$ cat src/rtl/core/ping_window_average_jitter_macros.svh
// Assertion macros for the RTL of the latency statistics block; only pwaj_back.sv includes them.
`ifndef PING_WINDOW_AVERAGE_JITTER_MACROS_SVH
`define PING_WINDOW_AVERAGE_JITTER_MACROS_SVH

`ifndef SYNTHESIS
`define PWAJ_ASSERT_CLK(label, clk, rst_n, prop, msg) \
  label: assert property (@(posedge clk) disable iff (!rst_n) prop) else $error(msg);
`define PWAJ_ASSERT(label, prop, msg) `PWAJ_ASSERT_CLK(label, clk_i, rst_ni, prop, msg)
`else
`define PWAJ_ASSERT_CLK(label, clk, rst_n, prop, msg)
`define PWAJ_ASSERT(label, prop, msg)
`endif

`endif

$ cat src/rtl/core/pwaj_pkg.sv
`timescale 1ns / 1ps

package pwaj_pkg;

  localparam int IN_BITS  = 16;
  localparam int OUT_BITS = 16;
  localparam int CFG_BITS = 7;
  localparam logic [CFG_BITS-1:0] CFG_RESET = 7'd16;

  typedef struct packed {
    logic recompute;
    logic full;
  } pwaj_flags_t;

  typedef enum logic [2:0] {
    ST_IDLE,
    ST_WALK,
    ST_AVG_START,
    ST_AVG_WAIT,
    ST_JIT_START,
    ST_JIT_WAIT,
    ST_WRITE
  } pwaj_state_e;

endpackage

$ cat src/rtl/core/pwaj_fifo.sv
`timescale 1ns / 1ps

module pwaj_fifo import pwaj_pkg::*; #(
  parameter int WIDTH = 8,
  parameter int DEPTH = 2
) (
  input  logic             clk_i,
  input  logic             rst_ni,
  input  logic             push_i,
  output logic             full_o,
  input  logic [WIDTH-1:0] data_i,
  input  logic             pop_i,
  output logic             empty_o,
  output logic [WIDTH-1:0] data_o
);

  localparam int PW = (DEPTH > 1) ? $clog2(DEPTH) : 1;
  localparam int CW = $clog2(DEPTH + 1);

  logic [WIDTH-1:0] mem_q [DEPTH];
  logic [PW-1:0]    wr_ptr_q, rd_ptr_q;
  logic [CW-1:0]    cnt_q;
  logic             do_push, do_pop;

  function automatic logic [PW-1:0] next_ptr(input logic [PW-1:0] ptr);
    next_ptr = (ptr == PW'(DEPTH - 1)) ? '0 : ptr + 1'b1;
  endfunction

  assign full_o  = (cnt_q == CW'(DEPTH));
  assign empty_o = (cnt_q == '0);
  assign do_push = push_i & ~full_o;
  assign do_pop  = pop_i & ~empty_o;
  assign data_o  = mem_q[rd_ptr_q];

  always_ff @(posedge clk_i) begin
    if (do_push) begin
      mem_q[wr_ptr_q] <= data_i;
    end
  end

  always_ff @(posedge clk_i or negedge rst_ni) begin
    if (!rst_ni) begin
      wr_ptr_q <= '0;
      rd_ptr_q <= '0;
      cnt_q    <= '0;
    end else begin
      if (do_push) begin
        wr_ptr_q <= next_ptr(wr_ptr_q);
      end
      if (do_pop) begin
        rd_ptr_q <= next_ptr(rd_ptr_q);
      end
      if (do_push && !do_pop) begin
        cnt_q <= cnt_q + 1'b1;
      end else if (!do_push && do_pop) begin
        cnt_q <= cnt_q - 1'b1;
      end
    end
  end

endmodule

$ cat src/rtl/core/pwaj_front.sv
`timescale 1ns / 1ps

module pwaj_front import pwaj_pkg::*; #(
  parameter int WINDOW_MAX  = 64,
  parameter int SAMPLE_BITS = 16,
  parameter int CW          = $clog2(WINDOW_MAX + 1)
) (
  input  logic                   clk_i,
  input  logic                   rst_ni,
  input  logic                   cfg_valid_i,
  output logic                   cfg_ready_o,
  input  logic [CFG_BITS-1:0]    cfg_data_i,
  input  logic                   push_i,
  output logic                   full_o,
  input  logic [IN_BITS-1:0]     latency_ms_i,
  output logic                   q_push_o,
  input  logic                   q_full_i,
  output logic [SAMPLE_BITS-1:0] q_sample_o,
  output logic [CW-1:0]          q_count_o,
  output pwaj_flags_t            q_flags_o
);

  localparam int LW = (CW > CFG_BITS) ? CW : CFG_BITS;

  logic [CFG_BITS-1:0] len_q;
  logic [CW-1:0]       fill_q;
  logic [LW-1:0]       len_ext, eff_len, fill_ext, base, fill_d;
  logic                accept;

  assign cfg_ready_o = 1'b1;
  assign full_o      = q_full_i;
  assign accept      = push_i & ~q_full_i;
  assign q_push_o    = accept;

  generate
    if (SAMPLE_BITS >= IN_BITS) begin : g_wide
      assign q_sample_o = SAMPLE_BITS'(latency_ms_i);
    end else begin : g_sat
      assign q_sample_o = (latency_ms_i > IN_BITS'({SAMPLE_BITS{1'b1}})) ? '1 :
                          latency_ms_i[SAMPLE_BITS-1:0];
    end
  endgenerate

  always_comb begin
    len_ext = LW'(len_q);
    if (len_ext == '0) begin
      eff_len = LW'(1);
    end else if (len_ext > LW'(WINDOW_MAX)) begin
      eff_len = LW'(WINDOW_MAX);
    end else begin
      eff_len = len_ext;
    end
    fill_ext = LW'(fill_q);
    q_flags_o.recompute = (fill_ext >= eff_len);
    base   = q_flags_o.recompute ? eff_len - 1'b1 : fill_ext;
    fill_d = base + 1'b1;
    q_flags_o.full = (fill_d >= eff_len);
  end

  assign q_count_o = fill_q;

  always_ff @(posedge clk_i or negedge rst_ni) begin
    if (!rst_ni) begin
      len_q  <= CFG_RESET;
      fill_q <= '0;
    end else begin
      if (cfg_valid_i) begin
        len_q <= cfg_data_i;
      end
      if (accept) begin
        fill_q <= CW'(fill_d);
      end
    end
  end

endmodule

$ cat src/rtl/core/pwaj_div.sv
`timescale 1ns / 1ps

module pwaj_div import pwaj_pkg::*; #(
  parameter int DW = 23,
  parameter int VW = 7
) (
  input  logic          clk_i,
  input  logic          rst_ni,
  input  logic          start_i,
  input  logic [DW-1:0] dividend_i,
  input  logic [VW-1:0] divisor_i,
  output logic          done_o,
  output logic [DW-1:0] quotient_o
);

  localparam int NW = $clog2(DW + 1);

  logic [DW-1:0] quo_q;
  logic [VW-1:0] rem_q, dvs_q;
  logic [NW-1:0] cnt_q;
  logic          busy_q, done_q;
  logic [VW:0]   shifted;
  logic [VW+1:0] diff;

  assign shifted    = {rem_q, quo_q[DW-1]};
  assign diff       = {1'b0, shifted} - (VW + 2)'(dvs_q);
  assign done_o     = done_q;
  assign quotient_o = quo_q;

  always_ff @(posedge clk_i) begin
    if (start_i) begin
      quo_q <= dividend_i;
      rem_q <= '0;
      dvs_q <= divisor_i;
    end else if (busy_q) begin
      if (diff[VW+1]) begin
        rem_q <= shifted[VW-1:0];
        quo_q <= {quo_q[DW-2:0], 1'b0};
      end else begin
        rem_q <= diff[VW-1:0];
        quo_q <= {quo_q[DW-2:0], 1'b1};
      end
    end
  end

  always_ff @(posedge clk_i or negedge rst_ni) begin
    if (!rst_ni) begin
      busy_q <= 1'b0;
      done_q <= 1'b0;
      cnt_q  <= '0;
    end else begin
      done_q <= 1'b0;
      if (start_i) begin
        busy_q <= 1'b1;
        cnt_q  <= NW'(DW);
      end else if (busy_q) begin
        cnt_q <= cnt_q - 1'b1;
        if (cnt_q == NW'(1)) begin
          busy_q <= 1'b0;
          done_q <= 1'b1;
        end
      end
    end
  end

endmodule

$ cat src/rtl/core/pwaj_back.sv
`timescale 1ns / 1ps
`include "ping_window_average_jitter_macros.svh"

module pwaj_back import pwaj_pkg::*; #(
  parameter int WINDOW_MAX  = 64,
  parameter int SAMPLE_BITS = 16,
  parameter int CW          = $clog2(WINDOW_MAX + 1),
  parameter int SW          = SAMPLE_BITS + CW
) (
  input  logic                   clk_i,
  input  logic                   rst_ni,
  input  logic                   q_empty_i,
  output logic                   q_pop_o,
  input  logic [SAMPLE_BITS-1:0] q_sample_i,
  input  logic [CW-1:0]          q_count_i,
  input  pwaj_flags_t            q_flags_i,
  output logic                   div_start_o,
  output logic [SW-1:0]          div_dividend_o,
  output logic [CW-1:0]          div_divisor_o,
  input  logic                   div_done_i,
  input  logic [SW-1:0]          div_quotient_i,
  input  logic                   res_full_i,
  output logic                   res_push_o,
  output logic [OUT_BITS-1:0]    res_average_o,
  output logic [OUT_BITS-1:0]    res_jitter_o,
  output logic                   res_window_full_o
);

  localparam int AW = (WINDOW_MAX > 1) ? $clog2(WINDOW_MAX) : 1;

  pwaj_state_e state_q, state_d;

  logic [SAMPLE_BITS-1:0] mem [WINDOW_MAX];
  logic [SAMPLE_BITS-1:0] sample_q, rd_data_q, prev_q, abs_diff;
  logic [CW-1:0]          count_q, iss_q, acc_q;
  pwaj_flags_t            flags_q;
  logic [AW-1:0]          newest_q, rd_pos_q, wr_addr;
  logic                   rd_vld_q, issue, mem_we;
  logic [SW-1:0]          sum_q, diff_q;
  logic [OUT_BITS-1:0]    avg_q, jit_q;
  logic                   div_awaited;

  function automatic logic [AW-1:0] older(input logic [AW-1:0] pos);
    older = (pos == '0) ? AW'(WINDOW_MAX - 1) : pos - 1'b1;
  endfunction

  function automatic logic [AW-1:0] newer(input logic [AW-1:0] pos);
    newer = (pos == AW'(WINDOW_MAX - 1)) ? '0 : pos + 1'b1;
  endfunction

  assign wr_addr  = newer(newest_q);
  assign abs_diff = (rd_data_q > prev_q) ? rd_data_q - prev_q : prev_q - rd_data_q;

  assign div_dividend_o    = (state_q == ST_AVG_START) ? sum_q : diff_q;
  assign div_divisor_o     = count_q;
  assign res_average_o     = avg_q;
  assign res_jitter_o      = jit_q;
  assign res_window_full_o = flags_q.full;
  assign div_awaited       = (state_q == ST_AVG_WAIT) || (state_q == ST_JIT_WAIT);

  always_comb begin
    state_d     = state_q;
    q_pop_o     = 1'b0;
    issue       = 1'b0;
    div_start_o = 1'b0;
    mem_we      = 1'b0;
    res_push_o  = 1'b0;
    case (state_q)
      ST_IDLE: begin
        if (!q_empty_i) begin
          q_pop_o = 1'b1;
          state_d = q_flags_i.recompute ? ST_WALK : ST_WRITE;
        end
      end
      ST_WALK: begin
        issue = (iss_q != count_q);
        if (rd_vld_q && (acc_q == count_q - 1'b1)) begin
          state_d = ST_AVG_START;
        end
      end
      ST_AVG_START: begin
        div_start_o = 1'b1;
        state_d     = ST_AVG_WAIT;
      end
      ST_AVG_WAIT: begin
        if (div_done_i) begin
          state_d = ST_JIT_START;
        end
      end
      ST_JIT_START: begin
        div_start_o = 1'b1;
        state_d     = ST_JIT_WAIT;
      end
      ST_JIT_WAIT: begin
        if (div_done_i) begin
          state_d = ST_WRITE;
        end
      end
      ST_WRITE: begin
        if (!res_full_i) begin
          mem_we     = 1'b1;
          res_push_o = 1'b1;
          state_d    = ST_IDLE;
        end
      end
      default: begin
        state_d = ST_IDLE;
      end
    endcase
  end

  always_ff @(posedge clk_i) begin
    if (mem_we) begin
      mem[wr_addr] <= sample_q;
    end
    rd_data_q <= mem[rd_pos_q];
  end

  always_ff @(posedge clk_i) begin
    if (q_pop_o) begin
      sample_q <= q_sample_i;
      count_q  <= q_count_i;
      rd_pos_q <= newest_q;
      iss_q    <= '0;
      acc_q    <= '0;
      sum_q    <= '0;
      diff_q   <= '0;
      prev_q   <= '0;
    end else begin
      if (issue) begin
        rd_pos_q <= older(rd_pos_q);
        iss_q    <= iss_q + 1'b1;
      end
      if (rd_vld_q) begin
        sum_q  <= sum_q + SW'(rd_data_q);
        if (prev_q != '0) begin
          diff_q <= diff_q + SW'(abs_diff);
        end
        prev_q <= rd_data_q;
        acc_q  <= acc_q + 1'b1;
      end
    end
  end

  always_ff @(posedge clk_i or negedge rst_ni) begin
    if (!rst_ni) begin
      state_q  <= ST_IDLE;
      flags_q  <= '0;
      newest_q <= '0;
      rd_vld_q <= 1'b0;
      avg_q    <= '0;
      jit_q    <= '0;
    end else begin
      state_q  <= state_d;
      rd_vld_q <= issue;
      if (q_pop_o) begin
        flags_q <= q_flags_i;
      end
      if (mem_we) begin
        newest_q <= wr_addr;
      end
      if (div_done_i && state_q == ST_AVG_WAIT) begin
        avg_q <= OUT_BITS'(div_quotient_i);
      end
      if (div_done_i && state_q == ST_JIT_WAIT) begin
        jit_q <= OUT_BITS'(div_quotient_i);
      end
    end
  end

  `PWAJ_ASSERT(a_acc_behind_issue, state_q == ST_WALK |-> acc_q <= iss_q, "read data overran")
  `PWAJ_ASSERT(a_div_done_waiting, div_done_i |-> div_awaited, "divider finished unawaited")
  `PWAJ_ASSERT(a_pop_work, q_pop_o |=> (state_q == ST_WALK || state_q == ST_WRITE), "no work")

endmodule

$ cat src/rtl/core/ping_window_average_jitter.sv
`timescale 1ns / 1ps
// Path: a sample that triggers no recomputation passes through the item queue, the back end's
// ST_IDLE and ST_WRITE states and the result queue. A recomputing sample also walks the
// sample memory, one read per cycle, and then uses the shared bit-serial divider for the
// average and then the jitter. The back end pops a new item only in ST_IDLE, after it is through
// with the last one; two queue slots on each side absorb stalls.
// Reset: asynchronous, active low; clears counts, held statistics and sets the length to 16.

module ping_window_average_jitter import pwaj_pkg::*; #(
  parameter int WINDOW_MAX  = 64,
  parameter int SAMPLE_BITS = 16
) (
  input  logic                clk_i,
  input  logic                rst_ni,
  input  logic                cfg_valid_i,
  output logic                cfg_ready_o,
  input  logic [CFG_BITS-1:0] cfg_data_i,
  input  logic                push,
  output logic                full,
  input  logic [IN_BITS-1:0]  latency_ms_i,
  output logic                empty,
  input  logic                pop,
  output logic [OUT_BITS-1:0] average_ms_o,
  output logic [OUT_BITS-1:0] jitter_ms_o,
  output logic                window_full_o
);

  localparam int CW = $clog2(WINDOW_MAX + 1);
  localparam int SW = SAMPLE_BITS + CW;
  localparam int FW = $bits(pwaj_flags_t);
  localparam int IW = SAMPLE_BITS + CW + FW;
  localparam int RW = 2 * OUT_BITS + 1;

  logic                   f_push, q_full, q_empty, q_pop;
  logic [SAMPLE_BITS-1:0] f_sample, q_sample;
  logic [CW-1:0]          f_count, q_count;
  pwaj_flags_t            f_flags, q_flags;
  logic [IW-1:0]          q_rd_data;
  logic                   div_start, div_done;
  logic [SW-1:0]          div_dividend, div_quotient;
  logic [CW-1:0]          div_divisor;
  logic                   r_full, r_push, r_window_full;
  logic [OUT_BITS-1:0]    r_average, r_jitter;
  logic [RW-1:0]          r_rd_data;

  pwaj_front #(
    .WINDOW_MAX (WINDOW_MAX),
    .SAMPLE_BITS(SAMPLE_BITS),
    .CW         (CW)
  ) u_front (
    .clk_i       (clk_i),
    .rst_ni      (rst_ni),
    .cfg_valid_i (cfg_valid_i),
    .cfg_ready_o (cfg_ready_o),
    .cfg_data_i  (cfg_data_i),
    .push_i      (push),
    .full_o      (full),
    .latency_ms_i(latency_ms_i),
    .q_push_o    (f_push),
    .q_full_i    (q_full),
    .q_sample_o  (f_sample),
    .q_count_o   (f_count),
    .q_flags_o   (f_flags)
  );

  pwaj_fifo #(
    .WIDTH(IW),
    .DEPTH(2)
  ) u_item_q (
    .clk_i  (clk_i),
    .rst_ni (rst_ni),
    .push_i (f_push),
    .full_o (q_full),
    .data_i ({f_sample, f_count, f_flags}),
    .pop_i  (q_pop),
    .empty_o(q_empty),
    .data_o (q_rd_data)
  );

  assign q_sample = q_rd_data[IW-1 -: SAMPLE_BITS];
  assign q_count  = q_rd_data[FW +: CW];
  assign q_flags  = pwaj_flags_t'(q_rd_data[FW-1:0]);

  pwaj_back #(
    .WINDOW_MAX (WINDOW_MAX),
    .SAMPLE_BITS(SAMPLE_BITS),
    .CW         (CW),
    .SW         (SW)
  ) u_back (
    .clk_i            (clk_i),
    .rst_ni           (rst_ni),
    .q_empty_i        (q_empty),
    .q_pop_o          (q_pop),
    .q_sample_i       (q_sample),
    .q_count_i        (q_count),
    .q_flags_i        (q_flags),
    .div_start_o      (div_start),
    .div_dividend_o   (div_dividend),
    .div_divisor_o    (div_divisor),
    .div_done_i       (div_done),
    .div_quotient_i   (div_quotient),
    .res_full_i       (r_full),
    .res_push_o       (r_push),
    .res_average_o    (r_average),
    .res_jitter_o     (r_jitter),
    .res_window_full_o(r_window_full)
  );

  pwaj_div #(
    .DW(SW),
    .VW(CW)
  ) u_div (
    .clk_i     (clk_i),
    .rst_ni    (rst_ni),
    .start_i   (div_start),
    .dividend_i(div_dividend),
    .divisor_i (div_divisor),
    .done_o    (div_done),
    .quotient_o(div_quotient)
  );

  pwaj_fifo #(
    .WIDTH(RW),
    .DEPTH(2)
  ) u_res_q (
    .clk_i  (clk_i),
    .rst_ni (rst_ni),
    .push_i (r_push),
    .full_o (r_full),
    .data_i ({r_average, r_jitter, r_window_full}),
    .pop_i  (pop),
    .empty_o(empty),
    .data_o (r_rd_data)
  );

  assign average_ms_o  = r_rd_data[RW-1 -: OUT_BITS];
  assign jitter_ms_o   = r_rd_data[OUT_BITS:1];
  assign window_full_o = r_rd_data[0];

endmodule

$ cat config.mk
export PLATFORM = sky130hd
export DESIGN_NAME = ping_window_average_jitter
export DESIGN_NICKNAME = d
export VERILOG_FILES = /design/src/rtl/core/pwaj_pkg.sv /design/src/rtl/core/pwaj_fifo.sv /design/src/rtl/core/pwaj_front.sv /design/src/rtl/core/pwaj_div.sv /design/src/rtl/core/pwaj_back.sv /design/src/rtl/core/ping_window_average_jitter.sv
export VERILOG_INCLUDE_DIRS = /design/src /design/src/rtl/core
export SDC_FILE = /design/constraint.sdc
export NUM_CORES = 2
export LEC_CHECK = 0
export ABC_AREA = 1
export BUFFER_PORTS_ARGS = -buffer_cell sky130_fd_sc_hd__buf_2
export CAP_MARGIN = 30
export CORE_ASPECT_RATIO = 0.75
export CORE_MARGIN = 2
export CORE_UTILIZATION = 37
export CTS_BUF_LIST = sky130_fd_sc_hd__clkbuf_2 sky130_fd_sc_hd__clkbuf_4 sky130_fd_sc_hd__clkbuf_8
export DETAILED_ROUTE_END_ITERATION = 8
export MAX_ROUTING_LAYER = met4
export SKIP_CTS_REPAIR_TIMING = 1
export SYNTH_ARGS = -nofsm -noshare
export SYNTH_HDL_FRONTEND = slang
export SYNTH_SLANG_ARGS = --single-unit
$ cat constraint.sdc
create_clock -name clk_i -period 7.37 [get_ports clk_i]
set_clock_uncertainty 0.05 [all_clocks]
set_input_delay 0.737 -clock clk_i [delete_from_list [all_inputs] [get_ports clk_i]]
set_output_delay 0.737 -clock clk_i [all_outputs]
set_load 0.05 [all_outputs]
# == Yosys cells after proc, flatten, opt, wreduce, memory -nomap -nowiden ==
# Memories as Yosys holds them, arrays and structs flattened. A register that Yosys moved wholly into a read port is not among the register bits.
# Index checks and enable logic that the tools add are counted.
# op_classes
n_bitwise,9
shift,0
multipliers,0
add_sub_neg,21
muxes,48
div,0
reduce_logical,24
n_eq_ne,17
magnitude_cmp,4
# op_table
cell,count
$mux W23,3
$add A23 B16 Y23,2
$sub A16 B16 Y16,2
$mux W7,4
$mux W6,4
$mux W1,23
$add A7 B1 Y7 const B,3
$pmux W3 S7,1
$mux W3,6
$gt A16 B16 Y1,1
$mux W16,1
$reduce_bool A16 Y1,1
$ge A7 B7 Y1,2
$sub A7 B1 Y7 const B,2
$mux W5,2
$eq A3 B3 Y1 const B,3
$sub A8 B7 Y9,1
$mux W2,4
$reduce_bool A2 Y1,4
$eq A7 B7 Y1,1
$gt A7 B7 Y1 const B,1
$logic_and A1 B1 Y1,7
$logic_not A7 Y1,1
$ne A7 B7 Y1,1
22 further kinds,43
# totals
latchBits,0
regBits,214
romBits,0
inputBits,28
ramBits,1140
mem_count,3
elab_cells,154
output_inout_bits,36
# memory_table
memory,words,width,read_ports,rd_clocked_by_memory_dff,wr,line_no,source
u_back.mem,64,16,1,1,1,pwaj_back.sv:33,logic [SAMPLE_BITS-1:0] mem [WINDOW_MAX];
u_res_q.mem_q,2,33,1,0,1,pwaj_fifo.sv:20,logic [WIDTH-1:0] mem_q [DEPTH];
u_item_q.mem_q,2,25,1,0,1,pwaj_fifo.sv:20,

# == Depth between registers and ports, before layout ==
# logic_depth
ltp_word,8
ltp_mapped,29
depth_no_buf,27

# == Hierarchy ==
# Synthesis repeated with hierarchy kept, for this count alone.
# unflattened
cells_unflattened,5605
area_unflattened_um2,59988.8
# by_module_without_submodules
module,n_inst,cells_per_inst,area_each_um2,seq_area_each_um2
pwaj_back,1,4783,51574.5,34538.1
pwaj_fifo at u_res_q,1,204,2641.3,2082.0
pwaj_div,1,254,2214.6,1216.2
pwaj_fifo at u_item_q,1,162,2057.0,1601.5
pwaj_front,1,202,1501.4,351.6

# == Worst setup path before layout ==
# Ideal clock, no wire load.
# synth_path
path_kind,register to register
from,register u_front.len_q[4] (netlist: u_front.len_ext[4])
to,"memory u_item_q.mem_q[0][0] (netlist name), data pin"
arrival_ps,3108
path_buffers,0
slack_ps,3949
setup_time_ps,262
stages_incl_launch_ff,22
period_less_slack_ps,3421
required_ps,7058
cell_sequence,dfstp_2 > nor2_1 > nand2_1 > nor2_1 > nor2_1 > inv_1 > ha_1 > nand2_1 > nor2_1 > nand3_1 > nand3_2 > o21ai_2 > ha_1 > ha_1 > inv_1 > a21oi_1 > o21ai_0 > a21oi_1 > o21ai_0 > a21boi_0 > o21ai_0 > nand2_1
# synth_lines
element,line_no,source
"start, declared",pwaj_front.sv:25,logic [CFG_BITS-1:0] len_q;
"start signal, assigned",pwaj_front.sv:68,len_q <= cfg_data_i;
"end, declared",pwaj_fifo.sv:20,

==> summary.txt <==
Synthesis
  • Post-Synthesis Cells: between 5000 and 6000
  • Most common cell in the netlist: edfxtp_1
  • Post-synthesis cell type count: between 50 and 60
  • Post-synth top area share: 61.6%
  • Yosys warns: 0
  • Ys flop type: edfxtp_1
  • Syn_area_per_cell: 11.4 sq um
  • FF+latch count, synth: approximately 1400
  • Synthesized Nets: between 5000 and 6000
  • EDFF count, synth: 1199
  • Most frequent cells after synthesis: edfxtp_1, nor2_1, nand2_1
  • Area of the mapped netlist: around 58000 sq um
  • Cell taking the most area after synthesis: edfxtp_1
  • Top post-synthesis cells by area: edfxtp_1, o21ai_0, nor2_1
  • Asr flop ratio synth: between 5 and 6%
  • Register area share after synthesis: 68.1%

Critical path
  • Worst Setup Start Kind: flop
  • Reg2Reg Depth: 22
  • Worst-path fanout max: 11
  • Crit path required time: 7.99 ns
  • WP data arrival: a little under 5 ns
  • Crit path kind: reg2reg
  • CP endpoint kind: flop

Clock network
  • Clock Sinks: between 1000 and 1500
  • CTS tree: done
  • CTS clock-pin slew for the worst setup and hold paths: approximately 0.070 ns
  • # H-tree levels: 4
  • CTS buffer count: a little over 200
  • Root Buffer: clkbuf_8
  • Worst-case clock buffer depth: 3
  • Clk_lat worst skew: around 0.97 ns

GRT
  • Met3 GRT Util: under 10%
  • Grt met2 use: a little over a quarter
  • Largest net degree at the start of global routing: 200
  • Met1 usage: ~30%
  • GRT overflow: 0
  • Vias in the first global route: 37300
  • First-pass GRT wire length: between 200 and 250 mm
  • Grt peak-use layer: met1
  • Initial antenna violation count: 7
  • GRT Total Usage: between 10% and 20%

Flow run
  • Max cap viols: 0

STA
  • Setup TNS: 0 ns
  • Post-route clock period utilization: between 50% and 60%
  • Minimum clock period: approximately 4.3 ns
  • Min Hold Slack: 0.00911 ns
  • Final setup viols: 0
  • Worst slew margin: around 26%
  • Least-Margin Pin Slew: around 1.1 ns
  • Final hold vios: 0
  • Final max-slew violation count: 0
  • Fmax: 235 MHz
  • RSZ-0062 raised after global routing: no

Detailed routing
  • DR vias: 40100
  • First-pass iteration count of the detailed router: 6
  • Post-Route WL: between 150 and 200 mm
  • DRT antenna net count: 0
  • Wire per inst: around 21 microns
  • Vias per cell: 5.29
  • DR iter-0 viols: slightly above 5000
  • Drt drc: 0

Layout
  • Share of cells above drive strength 1: around 10%
  • Final core area utilization: 41.8%
  • # nets final: 5417
  • Layout area overhead: 12.3%

Floorplanning
  • # IOs: 64
  • CORE AREA: around 160000 sq um
  • Die Y: around 350 microns
  • Initial Utilization: 37.2%
  • Die area: ~160000 sq um
  • Die width: 463 microns
  • FP Rows: about 130

Hold path
  • WHS Path Cells: 3
  • Hold crit path type: in2reg

Power and ir drop
  • Pwr Density: between 400 and 500 nW/um^2
  • Pleak: approximately 24 nW
  • Max VDD drop: between 200 and 300 uV

Placed design
  • Port-buffer cells: just over 60
  • HPWL Detailed: 92.0 mm
  • RD Place Congestion: 0.903

Outcome
  • Status: completed
-- metrics by stage --
stage	instances	area (sq um)	total power, W	worst slack, ns
after CTS	7547	65400	0.0300	3.08
after global placement	7166	61100	0.0234	3.07
after detailed placement	7171	61200	0.0235	3.12
final	7576	65700	0.0300	3.11
after floorplan	5147	58500	0.0193	3.95
after global routing	7572	65700	0.0320	2.58
-- layer usage --
layer	vias up	wire length, microns
met5	-	0
li1	18600	-
met2	1636	65600
met4	0	2880
met3	221	15000
met1	19600	75400
-- final timing paths --
path	start	to	slack (ns)
min in group asynchronous	rst_ni	u_back.res_average_o[12]	0.19
setup reg to reg	u_front.len_ext[4]	u_item_q.mem_q[1][0]	3.11
hold reg to reg	u_back.res_average_o[11]	u_res_q.mem_q[1][28]	0.42
hold / removal	cfg_data_i[2]	u_front.len_ext[2]	0.009
setup / recovery	u_front.len_ext[4]	u_item_q.mem_q[1][0]	3.11
max in group asynchronous	rst_ni	u_back.rd_vld_q	5.93
-- cell type report --
type | instances | area (sq um)
clock buffers | 305 | 3630
inverters | 290 | 1120
diodes | 6 | 15.0
multi-input cells | 3210 | 16300
clock inverters | 71 | 597
repair buffers | 212 | 1600
fillers | 14700 | 91500
flip-flops and latches | 1370 | 39800
well taps | 2112 | 2640
-- worst max-delay path, cell delays in order (launching register included) --
cell	delay, ns
dfstp_2	0.54
nor2_1	0.04
nand2_1	0.05
nor2_1	0.05
nor2_1	0.31
inv_1	0.11
ha_1	0.29
nand2_1	0.07
nor2_1	0.05
nand3_1	0.21
nand3_2	0.28
o21ai_2	0.36
ha_1	0.23
nand3_1	0.15
nand2_1	0.11
inv_1	0.04
ha_1	0.27
o21ai_0	0.10
a21oi_1	0.10
o21ai_0	0.17
a21boi_0	0.11
o21ai_0	0.19
nand2_1	0.09
-- layout by cell type (no fill, tap or decap), types with 18 or more instances in the layout --
| cell | n |
|---|---|
| a21oi_1 | 125 |
| buf_2 | 61 |
| buf_4 | 122 |
| clkbuf_4 | 91 |
| clkbuf_8 | 214 |
| clkinv_1 | 43 |
| dfrtp_1 | 70 |
| dfxtp_1 | 99 |
| dlygate4sd3_1 | 22 |
| edfxtp_1 | 1199 |
| ha_1 | 96 |
| inv_1 | 276 |
| nand2_1 | 694 |
| nand3_1 | 162 |
| nand4_1 | 21 |
| nor2_1 | 855 |
| nor3_1 | 30 |
| o211ai_1 | 187 |
| o21ai_0 | 663 |
| o21ai_1 | 30 |
| o221ai_1 | 27 |
| o22ai_1 | 127 |
| xnor2_1 | 18 |
| xor2_1 | 56 |
-- cells by family after synthesis --
group | Yosys count | synth area share (%)
AOI/OAI and AO/OA | 1238 | 12.3
xor gates and xnor gates | 74 | 1.11
adders and majority gates | 101 | 2.23
buffers and inverters | 567 | 4.13
DFF | 1370 | 68.1
muxes | 2 | 0.0342
other | 1 | 0.00641
and+or+nand+nor | 1794 | 12.2
-- flip-flops by register name, indices dropped and copies added (netlist names), 23 cells and up --
register	count
u_back.diff_q	23
u_back.mem	1024
u_back.sum_q	23
u_div.quotient_o	23
u_item_q.mem_q	50
u_res_q.mem_q	66
-- power by group --
part	leakage (nW)	internal [W]	switching (W)	total (W)
logic	8.70	0.00363	0.00961	0.0132
registers	12.6	0.00992	0.000435	0.0104
clock network	2.24	0.00336	0.00306	0.00642
Power figures use the tool's default switching activity.
